### src/sv/ipfs_pkg.sv
// Shared types and constants of the IP fragment scheduler.
`default_nettype none

package ipfs_pkg;

   localparam int LEN_W   = 13;
   localparam int START_W = 12;
   localparam int OFFS_W  = 13;
   localparam int IDENT_W = 16;
   localparam int DELTA_W = OFFS_W - 3;
   localparam int CSR_W   = 16;
   localparam int ADDR_W  = 2;

   localparam logic [LEN_W-1:0] MAX_PAYLOAD_BYTES = 13'd4096;
   localparam logic [LEN_W-1:0] MIN_SIZE          = 13'd64;
   localparam logic [5:0]       LAST_PIECE_INDEX  = 6'd63;

   localparam logic [ADDR_W-1:0] REG_FRAGMENT_SIZE    = 2'd0;
   localparam logic [ADDR_W-1:0] REG_FRAGMENT_OVERLAP = 2'd1;
   localparam logic [ADDR_W-1:0] REG_OFFSET_BASE      = 2'd2;
   localparam logic [ADDR_W-1:0] REG_IDENT_SEED       = 2'd3;

   // One classified packet, ready to be cut into fragments.
   typedef struct packed {
      logic               bypass;
      logic [LEN_W-1:0]   length;
      logic [LEN_W-1:0]   size;
      logic [DELTA_W-1:0] delta;
      logic [OFFS_W-1:0]  base;
      logic [IDENT_W-1:0] ident;
   } cmd_type;

   // Head of the command queue as seen by the back end.
   typedef struct packed {
      logic    valid;
      cmd_type cmd;
   } cmd_head_type;

   // One fragment descriptor.
   typedef struct packed {
      logic [START_W-1:0] start;
      logic [LEN_W-1:0]   length;
      logic [OFFS_W-1:0]  offset;
      logic               more;
      logic [IDENT_W-1:0] ident;
      logic               last;
   } piece_type;

endpackage

`default_nettype wire

### src/sv/ipfs_front.sv
// Front end: configuration registers, request classification and the command queue.
`default_nettype none

module ipfs_front import ipfs_pkg::*; (
   input  wire logic               clock,
   input  wire logic               reset,
   input  wire logic               csr_we,
   input  wire logic [ADDR_W-1:0]  csr_addr,
   input  wire logic [CSR_W-1:0]   csr_wdata,
   input  wire logic               req_push,
   output logic                    req_full,
   input  wire logic [LEN_W-1:0]   req_payload_length,
   output cmd_head_type            cmd_head,
   input  wire logic               cmd_pop
);

   localparam logic [1:0] QUEUE_DEPTH = 2'd2;

   logic [LEN_W-1:0]   size_ff, size_in;
   logic [LEN_W-1:0]   overlap_ff, overlap_in;
   logic [OFFS_W-1:0]  base_ff, base_in;
   logic [IDENT_W-1:0] ident_ff, ident_in;

   logic [1:0] cnt_ff, cnt_in;
   logic       wr_ptr_ff, wr_ptr_in;
   logic       rd_ptr_ff, rd_ptr_in;
   cmd_type    queue_ff [2];

   logic             accept;
   logic             bypass;
   logic [LEN_W-1:0] len_sat;
   logic [LEN_W-1:0] size_eff;
   logic [LEN_W-1:0] overlap_eff;
   logic [LEN_W-1:0] advance;
   cmd_type          cmd_new;

   assign req_full = (cnt_ff == QUEUE_DEPTH);
   assign accept   = req_push && !req_full;

   // Classification of the incoming request.
   always_comb begin
      bypass      = (size_ff == '0);
      len_sat     = (req_payload_length > MAX_PAYLOAD_BYTES) ? MAX_PAYLOAD_BYTES
                                                             : req_payload_length;
      size_eff    = (size_ff < MIN_SIZE) ? MIN_SIZE : size_ff;
      overlap_eff = (overlap_ff > size_eff) ? size_eff : overlap_ff;
      advance     = size_eff - overlap_eff;
      cmd_new.bypass = bypass;
      cmd_new.length = len_sat;
      cmd_new.size   = size_eff;
      cmd_new.delta  = advance[LEN_W-1:3];
      cmd_new.base   = base_ff;
      cmd_new.ident  = bypass ? ident_ff : ident_ff + 16'd1;
   end

   always_comb begin
      size_in    = size_ff;
      overlap_in = overlap_ff;
      base_in    = base_ff;
      ident_in   = ident_ff;
      if (csr_we) begin
         case (csr_addr)
            REG_FRAGMENT_SIZE:    size_in    = csr_wdata[LEN_W-1:0];
            REG_FRAGMENT_OVERLAP: overlap_in = csr_wdata[LEN_W-1:0];
            REG_OFFSET_BASE:      base_in    = csr_wdata[OFFS_W-1:0];
            REG_IDENT_SEED:       ident_in   = csr_wdata[IDENT_W-1:0];
            default: ;
         endcase
      end else if (accept) begin
         ident_in = cmd_new.ident;
      end
   end

   always_comb begin
      wr_ptr_in = accept ? ~wr_ptr_ff : wr_ptr_ff;
      rd_ptr_in = cmd_pop ? ~rd_ptr_ff : rd_ptr_ff;
      cnt_in    = cnt_ff;
      if (accept && !cmd_pop) begin
         cnt_in = cnt_ff + 2'd1;
      end else if (!accept && cmd_pop) begin
         cnt_in = cnt_ff - 2'd1;
      end
   end

   always_ff @(posedge clock) begin
      if (reset) begin
         size_ff    <= '0;
         overlap_ff <= '0;
         base_ff    <= '0;
         ident_ff   <= '0;
         cnt_ff     <= '0;
         wr_ptr_ff  <= 1'b0;
         rd_ptr_ff  <= 1'b0;
      end else begin
         size_ff    <= size_in;
         overlap_ff <= overlap_in;
         base_ff    <= base_in;
         ident_ff   <= ident_in;
         cnt_ff     <= cnt_in;
         wr_ptr_ff  <= wr_ptr_in;
         rd_ptr_ff  <= rd_ptr_in;
      end
   end

   always_ff @(posedge clock) begin
      if (accept) begin
         queue_ff[wr_ptr_ff] <= cmd_new;
      end
   end

   assign cmd_head.valid = (cnt_ff != 2'd0);
   assign cmd_head.cmd   = queue_ff[rd_ptr_ff];

endmodule

`default_nettype wire

### src/sv/ipfs_back.sv
// Back end: fragment sequencer and the response queue.
`default_nettype none

module ipfs_back import ipfs_pkg::*; (
   input  wire logic               clock,
   input  wire logic               reset,
   input  wire cmd_head_type       cmd_head,
   output logic                    cmd_pop,
   output logic                    rsp_empty,
   input  wire logic               rsp_pop,
   output piece_type               rsp_head
);

   localparam logic       ST_IDLE     = 1'b0;
   localparam logic       ST_RUN      = 1'b1;
   localparam logic [1:0] QUEUE_DEPTH = 2'd2;

   logic               state_ff, state_in;
   cmd_type            cmd_ff, cmd_in;
   logic [LEN_W-1:0]   ptr_ff, ptr_in;
   logic [OFFS_W-1:0]  offs_ff, offs_in;
   logic [5:0]         count_ff, count_in;

   logic [1:0] cnt_ff, cnt_in;
   logic       wr_ptr_ff, wr_ptr_in;
   logic       rd_ptr_ff, rd_ptr_in;
   piece_type  queue_ff [2];

   logic        out_full;
   logic        emit;
   logic        more;
   logic        pop_out;
   logic [LEN_W:0] reach;
   piece_type   piece;

   assign out_full = (cnt_ff == QUEUE_DEPTH);
   assign emit     = (state_ff == ST_RUN) && !out_full;
   assign pop_out  = rsp_pop && !rsp_empty;

   always_comb begin
      reach = {1'b0, ptr_ff} + {1'b0, cmd_ff.size};
      more  = !cmd_ff.bypass && (reach < {1'b0, cmd_ff.length})
              && (count_ff != LAST_PIECE_INDEX);
      piece.start  = ptr_ff[START_W-1:0];
      piece.length = more ? cmd_ff.size : cmd_ff.length - ptr_ff;
      piece.offset = offs_ff;
      piece.more   = more;
      piece.ident  = cmd_ff.ident;
      piece.last   = !more;
   end

   always_comb begin
      state_in = state_ff;
      cmd_in   = cmd_ff;
      ptr_in   = ptr_ff;
      offs_in  = offs_ff;
      count_in = count_ff;
      cmd_pop  = 1'b0;
      case (state_ff)
         ST_IDLE: begin
            if (cmd_head.valid) begin
               cmd_pop  = 1'b1;
               cmd_in   = cmd_head.cmd;
               ptr_in   = '0;
               offs_in  = cmd_head.cmd.base;
               count_in = '0;
               state_in = ST_RUN;
            end
         end
         ST_RUN: begin
            if (emit) begin
               if (more) begin
                  ptr_in   = reach[LEN_W-1:0];
                  offs_in  = offs_ff + {{(OFFS_W-DELTA_W){1'b0}}, cmd_ff.delta};
                  count_in = count_ff + 6'd1;
               end else begin
                  state_in = ST_IDLE;
               end
            end
         end
         default: state_in = ST_IDLE;
      endcase
   end

   always_comb begin
      wr_ptr_in = emit ? ~wr_ptr_ff : wr_ptr_ff;
      rd_ptr_in = pop_out ? ~rd_ptr_ff : rd_ptr_ff;
      cnt_in    = cnt_ff;
      if (emit && !pop_out) begin
         cnt_in = cnt_ff + 2'd1;
      end else if (!emit && pop_out) begin
         cnt_in = cnt_ff - 2'd1;
      end
   end

   always_ff @(posedge clock) begin
      if (reset) begin
         state_ff  <= ST_IDLE;
         ptr_ff    <= '0;
         offs_ff   <= '0;
         count_ff  <= '0;
         cnt_ff    <= '0;
         wr_ptr_ff <= 1'b0;
         rd_ptr_ff <= 1'b0;
      end else begin
         state_ff  <= state_in;
         ptr_ff    <= ptr_in;
         offs_ff   <= offs_in;
         count_ff  <= count_in;
         cnt_ff    <= cnt_in;
         wr_ptr_ff <= wr_ptr_in;
         rd_ptr_ff <= rd_ptr_in;
      end
   end

   always_ff @(posedge clock) begin
      cmd_ff <= cmd_in;
      if (emit) begin
         queue_ff[wr_ptr_ff] <= piece;
      end
   end

   assign rsp_empty = (cnt_ff == 2'd0);
   assign rsp_head  = queue_ff[rd_ptr_ff];

endmodule

`default_nettype wire

### src/sv/ip_fragment_scheduler.sv
// Top level of the IP fragment scheduler.
`default_nettype none

// Each request carries the IP payload length of one packet; the block answers with the
// run of fragment descriptors for that packet, oldest first, each giving the byte start,
// the length, the 13-bit fragment offset field, the MF flag, the IP identification and a
// flag on the final descriptor of the packet. Lengths above 4096 bytes are saturated.
// A fragment size of zero passes the packet through as one descriptor with MF clear and
// leaves the identification counter alone; otherwise the counter advances once per
// packet, sizes below 64 are taken as 64, and the overlap is clamped to the size. At most
// 64 descriptors are produced, the last carrying every remaining byte. The back-end
// fragment sequencer produces one descriptor per cycle while the response queue has room
// and loads each packet from the command queue while idle, taking no new packet before
// the last is done. The front end takes a request in any cycle while its two-entry
// command queue has room, and a two-entry response queue lets the sequencer run ahead
// of a consumer that stalls. The user writes registers only while the block is idle,
// not enforced by the block; writing the identification seed loads the counter at once.

module ip_fragment_scheduler import ipfs_pkg::*; (
   input  wire logic               clock,
   input  wire logic               reset,
   input  wire logic               csr_we,
   input  wire logic [ADDR_W-1:0]  csr_addr,
   input  wire logic [CSR_W-1:0]   csr_wdata,
   input  wire logic               push,
   output logic                    full,
   input  wire logic [LEN_W-1:0]   req_payload_length,
   output logic                    empty,
   input  wire logic               pop,
   output logic [START_W-1:0]      rsp_piece_start,
   output logic [LEN_W-1:0]        rsp_piece_length,
   output logic [OFFS_W-1:0]       rsp_offset_field,
   output logic                    rsp_more_fragments,
   output logic [IDENT_W-1:0]      rsp_ident,
   output logic                    rsp_last_piece
);

   cmd_head_type cmd_head;
   logic         cmd_pop;
   piece_type    rsp_head;

   // The front end holds the registers and the identification counter, and classifies
   // each request into a command before it enters the queue.
   ipfs_front u_front (
      .clock              (clock),
      .reset              (reset),
      .csr_we             (csr_we),
      .csr_addr           (csr_addr),
      .csr_wdata          (csr_wdata),
      .req_push           (push),
      .req_full           (full),
      .req_payload_length (req_payload_length),
      .cmd_head           (cmd_head),
      .cmd_pop            (cmd_pop)
   );

   // The back end walks each command, one fragment per cycle while its response queue has room.
   ipfs_back u_back (
      .clock     (clock),
      .reset     (reset),
      .cmd_head  (cmd_head),
      .cmd_pop   (cmd_pop),
      .rsp_empty (empty),
      .rsp_pop   (pop),
      .rsp_head  (rsp_head)
   );

   assign rsp_piece_start    = rsp_head.start;
   assign rsp_piece_length   = rsp_head.length;
   assign rsp_offset_field   = rsp_head.offset;
   assign rsp_more_fragments = rsp_head.more;
   assign rsp_ident          = rsp_head.ident;
   assign rsp_last_piece     = rsp_head.last;

endmodule

`default_nettype wire

### config.mk
export PLATFORM = sky130hd
export DESIGN_NAME = ip_fragment_scheduler
export DESIGN_NICKNAME = d
export VERILOG_FILES = /design/src/sv/ipfs_pkg.sv /design/src/sv/ipfs_front.sv /design/src/sv/ipfs_back.sv /design/src/sv/ip_fragment_scheduler.sv
export SDC_FILE = /design/constraint.sdc
export NUM_CORES = 1
export LEC_CHECK = 0
export BUFFER_PORTS_ARGS = -buffer_cell sky130_fd_sc_hd__buf_2
export CAP_MARGIN = 10
export CORE_ASPECT_RATIO = 0.6
export CORE_MARGIN = 1
export CORE_UTILIZATION = 25
export CTS_BUF_LIST = sky130_fd_sc_hd__clkbuf_8
export DETAILED_ROUTE_END_ITERATION = 8
export SLEW_MARGIN = 10
export SYNTH_ARGS = -nofsm -noshare
export SYNTH_HDL_FRONTEND = slang
export SYNTH_SLANG_ARGS = --single-unit
### constraint.sdc
create_clock -name clock -period 6.95 [get_ports clock]
set_clock_uncertainty 0.2 [all_clocks]
set_input_delay 0.695 -clock clock [delete_from_list [all_inputs] [get_ports clock]]
set_output_delay 0.695 -clock clock [all_outputs]
set_load 0.01 [all_outputs]
==> results.py, run 1 <==
metrics = {
    "timing": {
        "finalSetupTns_ps": 0,
        "max_slew.worst_pin.slew_ps": 1080,
        "period_share": 0.741,
        "slew_headroom": 0.277,
        "rsz0062_at_grt": "no",
        "finalMaxSlewViolations": 0,
        "whs_ps": 162,
        "setup_viol": 0,
        "setup_ws_ps": 1800,
        "period_minus_slack_ps": 5150,
        "hold_viol_final": 0,
        "fmax_mhz": 194,
    },
    "setup_path": {
        "cp_max_fo": 14,
        "worst-setup-path-type": "register to register",
        "reg2reg_to": "u_front.queue_ff[0][36]",
        "critical_path_arrival_ps": 5330,
        "crit_top_cell": "ha_1",
        "reg2reg_depth": 16,
        "worst_ep_required_time_ps": 7130,
        "worstPathCellList": "nor4_2 > nand2_2 > or2b_1 > inv_1 > ha_1 > nand4_1 > a311o_1 > a31oi_4 > mux2i_1 > ha_1 > o21a_1 > and2_1 > a221o_1 > a21oi_4 > a21oi_2 > a221oi_1",
        "crit_path_start_kind": "register",
        "max_stage_delay_ps": 570,
        "r2r_slack_ps": 1800,
        "end_kind": "register",
        "r2r_start": "u_front.size_ff[9]",
        "slowest_stage": "a31oi_4",
    },
    "flow_run": {
        "max_cap_violations": 0,
    },
    "global_route": {
        "gr-total-overflow": 0,
        "grt_pass1_vias": 11100,
        "globalRouteTotalUtil": 0.118,
        "antenna_found_initial": 7,
        "grt_first_pass_wirelength_um": 65600,
        "grt_max_degree": 71,
    },
    "route": {
        "routed-via-count": 11300,
        "via_per_inst": 4.51,
        "drc": 0,
        "wl_per_cell_um": 16.9,
        "dr.pass1.iters": 7,
        "drt-initial-drc-count": 776,
        "ant_nets": 0,
        "drt-total-wl_um": 42400,
    },
    "logic_synthesis": {
        "synth_fp_nets": 1528,
        "synthCells": 1414,
        "synth_seq_cells": 395,
        "syn-cell-area_sq_um": 17700,
        "synth_edf_count": 297,
        "yosysWarnings": 0,
        "synthFlopType": "edfxtp_1",
        "synthArstFlopShare": 0,
        "synth_area_leaders": "edfxtp_1 50%, dfxtp_1 11%, mux2_2 7.1%, ha_1 5.3%, nand2_1 3.3%",
        "synth_area_per_cell_sq_um": 12.5,
        "synth.largest_area_cell": "edfxtp_1",
        "yosysTopAreaCellShare": 0.504,
        "ys_seq_area_frac": 0.615,
        "netlist-cell-type-count": 78,
    },
    "final_layout": {
        "nets": 1643,
        "syn2layout_area_growth_pct": 15.9,
        "fin_util": 0.293,
        "final_cells": 2506,
        "postLayoutCellArea_sq_um": 20500,
        "drive_gt1_frac": 0.212,
        "antenna_cells": 0,
    },
    "power": {
        "ir_drop_uv": 132,
        "power_mw": 8.59,
        "p_per_area_nw_per_um2": 419,
        "leakage_nw": 7.43,
    },
    "clock_tree": {
        "cts_setup_buffers": 0,
        "cts_hold_buf": 0,
        "cts_resized": 0,
        "clk_pin_slew_worst_paths_ps": 60,
        "h-tree-depth": 3,
        "cts_tree": "yes",
        "cts_inserted_buffers": 66,
        "cts-root-buf": "clkbuf_8",
        "cts_sinks": 395,
        "clk_latency_ps": 640,
        "clock_path_buffers": 3,
    },
    "worst_hold_path": {
        "hold_path_class": "primary input to register",
        "hold_start": "csr_wdata[4]",
        "holdPathStages": 3,
        "holdPathEnd": "u_front.overlap_ff[4]",
    },
    "floorplanning": {
        "dieHeight_um": 208,
        "fp.dieW_um": 346,
        "core_area_sq_um": 69900,
        "ioPinCount": 94,
        "dieArea_sq_um": 71900,
        "initial_core_util": 0.253,
        "rows": 75,
    },
    "placed_design": {
        "portBuffers": 93,
        "place.gp.congestion": 0.848,
        "place_area_sq_um": 19200,
        "dp_cells": 2385,
        "dp_slack_ps": 1860,
        "dp_hpwl_um": 29900,
    },
    "outcome": {
        "status": "finished, final reports clean",
    },
}
==> per-layer routing <==
metal	wire length, um	vias to the layer above	part of all wire	GRT usage
li1	-	5409	-	-
met2	16800	266	0.40	0.159
met3	2620	76	0.062	0.0350
met1	22100	5543	0.52	0.179
met5	83	-	0.0020	0
met4	739	14	0.017	0.0308
==> synth_stat cells, types with 3 or more instances <==
library cell  instances
a211oi_1              7
a21o_1                7
a21oi_1              99
a221oi_1              3
a22oi_1               4
a31oi_1               4
and2_1                6
and3_1                9
buf_1                 4
buf_2                 6
buf_4                 3
clkbuf_1             47
dfxtp_1              98
edfxtp_1            297
fa_1                  3
ha_1                 75
inv_1                60
mux2_2              112
mux2i_1              27
nand2_1             157
nand2b_1             15
nand3_1              28
nand4_1               4
nor2_1               73
nor2b_1              26
nor3_1               17
o211ai_1             16
o21a_1                9
o21ai_0              56
o21bai_1              3
o31ai_1               6
or3_1                17
xnor2_1              35
xor2_1               22
==> layout by cell type, fill, tap and decap left out, drive strengths merged, types with 7 or more instances in the layout <==
master and instances:
dfxtp 98, a21o 7, xor2 22, a21oi 101, mux2i 27, ha 75
nand2b 15, nor2b 26, clkbuf 74, nand3 28, xnor2 35, nor3 18
nand2 158, o21ai 58, clkinv 16, o211ai 16, mux2 112, and2 7
edfxtp 297, a211oi 7, nor2 75, or3 17, inv 88, and3 9
o21a 9, buf 108
==> state kept, by name, indices dropped and copies added (netlist names), named ones only <==
name	flops
u_front.queue_ff	132
u_back.queue_ff	112
u_back.cmd_ff	53
u_front.ident_ff	16
u_back.offs_ff	13
u_back.ptr_ff	13
u_front.base_ff	13
u_front.overlap_ff	13
u_front.size_ff	13
u_back.count_ff	6
u_back.cnt_ff	2
u_front.cnt_ff	2
u_back.rd_ptr_ff	1
u_back.state_ff	1
u_back.wr_ptr_ff	1
u_front.rd_ptr_ff	1
u_front.wr_ptr_ff	1
==> worst max-delay path: cells and delay by family, from the launching register on <==
kind                       cells  cell delay (ps)
DFF                            1              390
buffers and inverters          1               90
AOI/OAI and AO/OA              7             2220
adders and majority gates      2              560
and+or+nand+nor                5             1170
muxes                          1              260
==> area by class of cell <==
| cell class | instances | area [sq um] |
|---|---|---|
| repair buffers | 108 | 578 |
| well taps | 924 | 1160 |
| inverters | 61 | 229 |
| clock inverters | 47 | 285 |
| flip-flops and latches | 395 | 10900 |
| multi-input cells | 897 | 6360 |
| clock buffers | 74 | 1020 |
| fillers | 7093 | 49400 |
==> worst max-delay path by stage <==
stage                             from                      end  slack (ps)  depth (start not counted)
finish              u_front.size_ff[9]  u_front.queue_ff[0][36]        1800                         16
detailed placement  u_front.size_ff[9]  u_front.queue_ff[0][35]        1860                         17
CTS                 u_front.size_ff[9]  u_front.queue_ff[0][35]        1830                         17
global placement    u_front.size_ff[9]  u_front.queue_ff[0][35]        1980                         17
floorplan           u_front.size_ff[9]  u_front.queue_ff[0][34]        2430                         18
global route        u_front.size_ff[9]  u_front.queue_ff[1][35]        1470                         17
==> cells by family after synthesis <==
logic type,after synthesis,share of synthesized area
XOR/XNOR,57,0.0282
AND/OR/NAND/NOR,369,0.0966
adder cells (fa/ha/maj),78,0.0564
buffers and inverters,122,0.0273
flip-flops,395,0.615
AO/OA/AOI/OAI,254,0.0903
multiplexers,139,0.0865
==> report_power, final <==
group / switching (mW) / total (mW) / internal (mW)
combinational: 1.73 / 2.86 / 1.12
sequential: 0.325 / 3.71 / 3.38
clock: 0.954 / 2.02 / 1.07
total: 3.01 / 8.59 / 5.58
Power figures use the tool's default switching activity.
==> inputs of run 2 (changes only) <==
==> constraint.sdc (replaced) <==
create_clock -name clock -period 5.3 [get_ports clock]
set_clock_uncertainty 0.2 [all_clocks]
set_input_delay 0.53 -clock clock [delete_from_list [all_inputs] [get_ports clock]]
set_output_delay 0.53 -clock clock [all_outputs]
set_load 0.01 [all_outputs]
==> results.py, run 2 (synthesis results as in run 1) <==
metrics = {
    "outcome": {
        "status": "finished, final reports clean",
    },
    "global_route": {
        "antenna_found_initial": 8,
        "grt_first_pass_wirelength_um": 65600,
        "gr-total-overflow": 0,
        "grtUsageMet2": 0.160,
        "grt_use_met1": 0.176,
        "globalRouteTotalUtil": 0.118,
        "top_usage_layer": "met1",
        "grt_util_met3": 0.0362,
        "grt_max_degree": 79,
        "grt_pass1_vias": 11300,
    },
    "clock_tree": {
        "cts_tree": "yes",
        "clock_path_buffers": 3,
        "cts_inserted_buffers": 67,
        "cts_sinks": 395,
        "h-tree-depth": 3,
        "cts-root-buf": "clkbuf_8",
        "clk_latency_ps": 650,
        "clk_pin_slew_worst_paths_ps": 60,
        "cts_setup_buffers": 0,
    },
    "timing": {
        "fmax_mhz": 208,
        "finalMaxSlewViolations": 0,
        "period_minus_slack_ps": 4810,
        "max_slew.worst_pin.slew_ps": 1080,
        "setup_viol": 0,
        "finalSetupTns_ps": 0,
        "whs_ps": 58.5,
        "rsz0062_at_grt": "no",
        "slew_headroom": 0.275,
        "period_share": 0.907,
        "hold_viol_final": 0,
    },
    "placed_design": {
        "dp_cells": 2390,
        "portBuffers": 93,
        "place.gp.congestion": 0.863,
        "dp_hpwl_um": 30000,
    },
    "setup_path": {
        "crit_path_start_kind": "register",
        "worst-setup-path-type": "register to register",
        "cp_max_fo": 12,
        "worst_ep_required_time_ps": 5440,
        "end_kind": "register",
        "critical_path_arrival_ps": 4950,
    },
    "floorplanning": {
        "ioPinCount": 94,
        "dieArea_sq_um": 71900,
        "initial_core_util": 0.253,
        "core_area_sq_um": 69900,
        "fp.dieW_um": 346,
        "dieHeight_um": 208,
        "rows": 75,
    },
    "route": {
        "drc": 0,
        "drt-initial-drc-count": 798,
        "wl_per_cell_um": 16.9,
        "drt-total-wl_um": 42800,
        "routed-via-count": 11500,
        "dr.pass1.iters": 5,
        "via_per_inst": 4.54,
        "ant_nets": 0,
    },
    "final_layout": {
        "syn2layout_area_growth_pct": 16.6,
        "final_cells": 2528,
        "regMostFlops": "u_front.queue_ff",
        "drive_gt1_frac": 0.208,
        "nets": 1663,
        "final_cell_mix": "297 x edfxtp_1, 157 x nand2_1, 112 x mux2_2",
        "largest_reg_flops": 132,
        "top_regs": "u_front.queue_ff: 132 flops, u_back.queue_ff: 112 flops, u_back.cmd_ff: 53 flops",
        "layout_commonest_cell": "edfxtp_1",
    },
    "flow_run": {
        "max_cap_violations": 0,
    },
    "power": {
        "p_per_area_nw_per_um2": 543,
        "power_mw": 11.2,
        "ir_drop_uv": 185,
        "leakage_nw": 7.48,
    },
    "worst_hold_path": {
        "hold_path_class": "primary input to register",
    },
}
[run 2: changes by cell type in the layout (fill, tap and decap cells not counted)]
cell           previous run  this run
inv_6                     2         1
buf_4                    15        19
clkinvlp_4                2         1
clkinv_8                  0         3
clkinv_2                  9         7
buf_12                    0         1
dlygate4sd3_1             0        14
clkbuf_8                 74        68
inv_12                    1         0
diode_2                   0         1
clkinv_1                  7        17
bufinv_16                 2         1
inv_8                     2         3
[run 2: metal layers]
metal | part of all wire | vias to the layer above
met5 | 0.0021 | -
met4 | 0.021 | 14
met3 | 0.077 | 96
met2 | 0.39 | 366
met1 | 0.51 | 5536
li1 | - | 5456
[run 2: final cells by class]
cell class | count | area (sq um)
repair buffers | 127 | 768
clock buffers | 68 | 936
multi-input cells | 897 | 6360
inverters | 61 | 229
diodes | 1 | 2.50
clock inverters | 55 | 310
fillers | 7051 | 49300
flip-flops and latches | 395 | 10900
well taps | 924 | 1160
[run 2: stage by stage]
stage	utilization	instance area [sq um]	setup WS [ps]
CTS	0.295	20600	506
detailed placement	0.275	19300	521
global placement	0.275	19300	693
finish	0.295	20600	492
floorplan	-	17700	779
global route	0.295	20600	170
[run 2: power breakdown]
part | switching, mW | total [mW] | leakage [nW] | internal, mW
Combinational | 2.25 | 3.76 | 3.16 | 1.51
Sequential | 0.458 | 4.89 | 3.61 | 4.44
Clock | 1.29 | 2.56 | 0.718 | 1.27
[run 2: repair_timing]
action,4_1_cts,5_1_grt
endpoints found under the hold margin,37,0
gates resized for setup,0,0
hold buffers,14,0
[run 2: worst max-delay path: stages, from the launching register on]
cell and delay [ps]:
dfxtp_1 390, nor4_2 380, nand2_2 160, or2b_1 240, inv_1 80, ha_1 300, nand4_1 110, a311o_1 380
a31oi_4 240, buf_4 270, mux2i_1 270, ha_1 330, a21o_1 210, a21o_1 210, or4_1 480, o311ai_0 150
a311oi_2 110
[run 2: worst paths after layout]
kind / cells past startpoint / end / slack (ps) / startpoint
hold / removal: 2 / u_front.queue_ff[1][55] / 60 / req_payload_length[3]
hold reg to reg: 0 / u_back.queue_ff[1][8] / 250 / u_back.cmd_ff[7]
setup reg to reg: 16 / u_front.queue_ff[1][38] / 490 / u_front.size_ff[9]
setup / recovery: 16 / u_front.queue_ff[1][38] / 490 / u_front.size_ff[9]
==> inputs of run 3 (changes only) <==
--- a/config.mk
+++ b/config.mk
@@ -12,6 +12,7 @@
 export CORE_UTILIZATION = 25
 export CTS_BUF_LIST = sky130_fd_sc_hd__clkbuf_8
 export DETAILED_ROUTE_END_ITERATION = 8
+export PLACE_DENSITY_LB_ADDON = 0.2
 export SLEW_MARGIN = 10
 export SYNTH_ARGS = -nofsm -noshare
 export SYNTH_HDL_FRONTEND = slang
==> results.py, run 3 (synthesis results as in run 1) <==
metrics = {
    "power": {
        "power_mw": 11.3,
        "ir_drop_uv": 244,
        "p_per_area_nw_per_um2": 548,
        "leakage_nw": 7.45,
    },
    "clock_tree": {
        "clock_path_buffers": 3,
        "cts-root-buf": "clkbuf_8",
        "clk_pin_slew_worst_paths_ps": 60,
        "h-tree-depth": 3,
        "cts_setup_buffers": 0,
        "cts_resized": 0,
        "cts_inserted_buffers": 68,
        "cts_tree": "yes",
        "clk_latency_ps": 650,
        "cts_sinks": 395,
    },
    "timing": {
        "finalSetupTns_ps": 0,
        "max_slew.worst_pin.slew_ps": 977,
        "period_minus_slack_ps": 5050,
        "whs_ps": 70.4,
        "finalMaxSlewViolations": 0,
        "slew_headroom": 0.347,
        "rsz0062_at_grt": "no",
        "setup_ws_ps": 250,
        "setup_viol": 0,
        "fmax_mhz": 198,
        "hold_viol_final": 0,
        "period_share": 0.953,
    },
    "route": {
        "routed-via-count": 11200,
        "wl_per_cell_um": 17.5,
        "drc": 0,
        "drt-initial-drc-count": 746,
        "dr.pass1.iters": 5,
        "ant_nets": 0,
        "via_per_inst": 4.43,
        "drt-total-wl_um": 44100,
    },
    "setup_path": {
        "slowest_stage": "a221oi_1",
        "crit_buf_inv": 1,
        "worstPathCellList": "nor4_2 > nand2_2 > or2b_1 > inv_1 > ha_1 > nand4_1 > a311o_1 > a31oi_4 > mux2i_1 > ha_1 > o21a_1 > and2_1 > a221o_1 > a21oi_4 > a21oi_2 > a221oi_1",
        "max_stage_delay_ps": 470,
        "crit_top_cell": "ha_1",
        "worst_ep_required_time_ps": 5460,
        "critical_path_arrival_ps": 5210,
        "worst-setup-path-type": "register to register",
        "cp_max_fo": 8,
        "crit_family": "compound AO/OA/AOI/OAI gates",
        "crit_path_start_kind": "register",
        "end_kind": "register",
    },
    "final_layout": {
        "fillers": 7114,
        "nets": 1656,
        "largest_reg_flops": 132,
        "layout_commonest_cell": "edfxtp_1",
        "top_regs": "u_front.queue_ff: 132 flops, u_back.queue_ff: 112 flops, u_back.cmd_ff: 53 flops",
        "postLayoutCellArea_sq_um": 20600,
        "final_cell_mix": "297 x edfxtp_1, 157 x nand2_1, 112 x mux2_2",
        "drive_gt1_frac": 0.211,
        "syn2layout_area_growth_pct": 16.4,
        "regMostFlops": "u_front.queue_ff",
    },
    "floorplanning": {
        "dieHeight_um": 208,
        "initial_core_util": 0.253,
        "dieArea_sq_um": 71900,
        "ioPinCount": 94,
        "rows": 75,
        "core_area_sq_um": 69900,
        "fp.dieW_um": 346,
    },
    "outcome": {
        "status": "finished, final reports clean",
    },
    "placed_design": {
        "place.gp.congestion": 0.856,
        "dp_slack_ps": 369,
        "place_area_sq_um": 19200,
        "portBuffers": 93,
        "dp_hpwl_um": 30600,
    },
    "global_route": {
        "grt_pass1_vias": 10800,
        "antenna_found_initial": 6,
        "globalRouteTotalUtil": 0.122,
        "grt_max_degree": 59,
        "grt_first_pass_wirelength_um": 67000,
        "gr-total-overflow": 0,
    },
    "flow_run": {
        "max_cap_violations": 0,
    },
    "worst_hold_path": {
        "hold_path_class": "primary input to register",
    },
}
[run 3: path summary, 6_finish.rpt]
kind | from | end | slack (ps) | cells past startpoint
hold reg to reg | u_back.cmd_ff[5] | u_back.queue_ff[1][6] | 240 | 0
hold / removal | req_payload_length[4] | u_front.queue_ff[0][56] | 70 | 2
setup reg to reg | u_front.size_ff[9] | u_front.queue_ff[0][36] | 250 | 16
setup / recovery | u_front.size_ff[9] | u_front.queue_ff[0][36] | 250 | 16
[run 3: final cells by class]
cell class | count | area, sq um | share of cell area
repair buffers | 119 | 683 | 0.0331
well taps | 924 | 1160 | 0.0561
diodes | 2 | 5.00 | 0.000243
inverters | 61 | 229 | 0.0111
multi-input cells | 897 | 6360 | 0.309
flip-flops and latches | 395 | 10900 | 0.528
clock buffers | 71 | 977 | 0.0474
clock inverters | 52 | 315 | 0.0153
[run 3: worst register-to-register path, delay by kind of cell (launching register included)]
family / cells / cell delay (ps)
compound gates: 7 / 2160
fa+ha+maj: 2 / 540
buf+inv: 1 / 80
flops: 1 / 400
mux: 1 / 240
simple gates: 5 / 1180
[run 3: per-layer routing]
metal  track usage  wire length [um]  vias up
li1              -                 -     5438
met1         0.194             24600     5442
met2         0.159             16700      226
met3        0.0319              2150       51
met4        0.0308               610        4
met5             0                27        -
[run 3: what timing repair did]
action	in CTS	in global routing
endpoints found under the setup margin	0	0
endpoints found under the hold margin	19	0
hold buffers	8	0
[run 3: per-stage QoR]
stage                     std cells   util
after floorplan                1414      -
after global placement         2388  0.275
after detailed placement       2388  0.275
after CTS                      2519  0.295
after global routing           2521  0.295
final                          2521  0.295
[run 3: report_power, final]
group / switching (mW) / internal [mW]
logic: 2.22 / 1.48
registers: 0.489 / 4.44
clock network: 1.27 / 1.40
total: 3.97 / 7.32
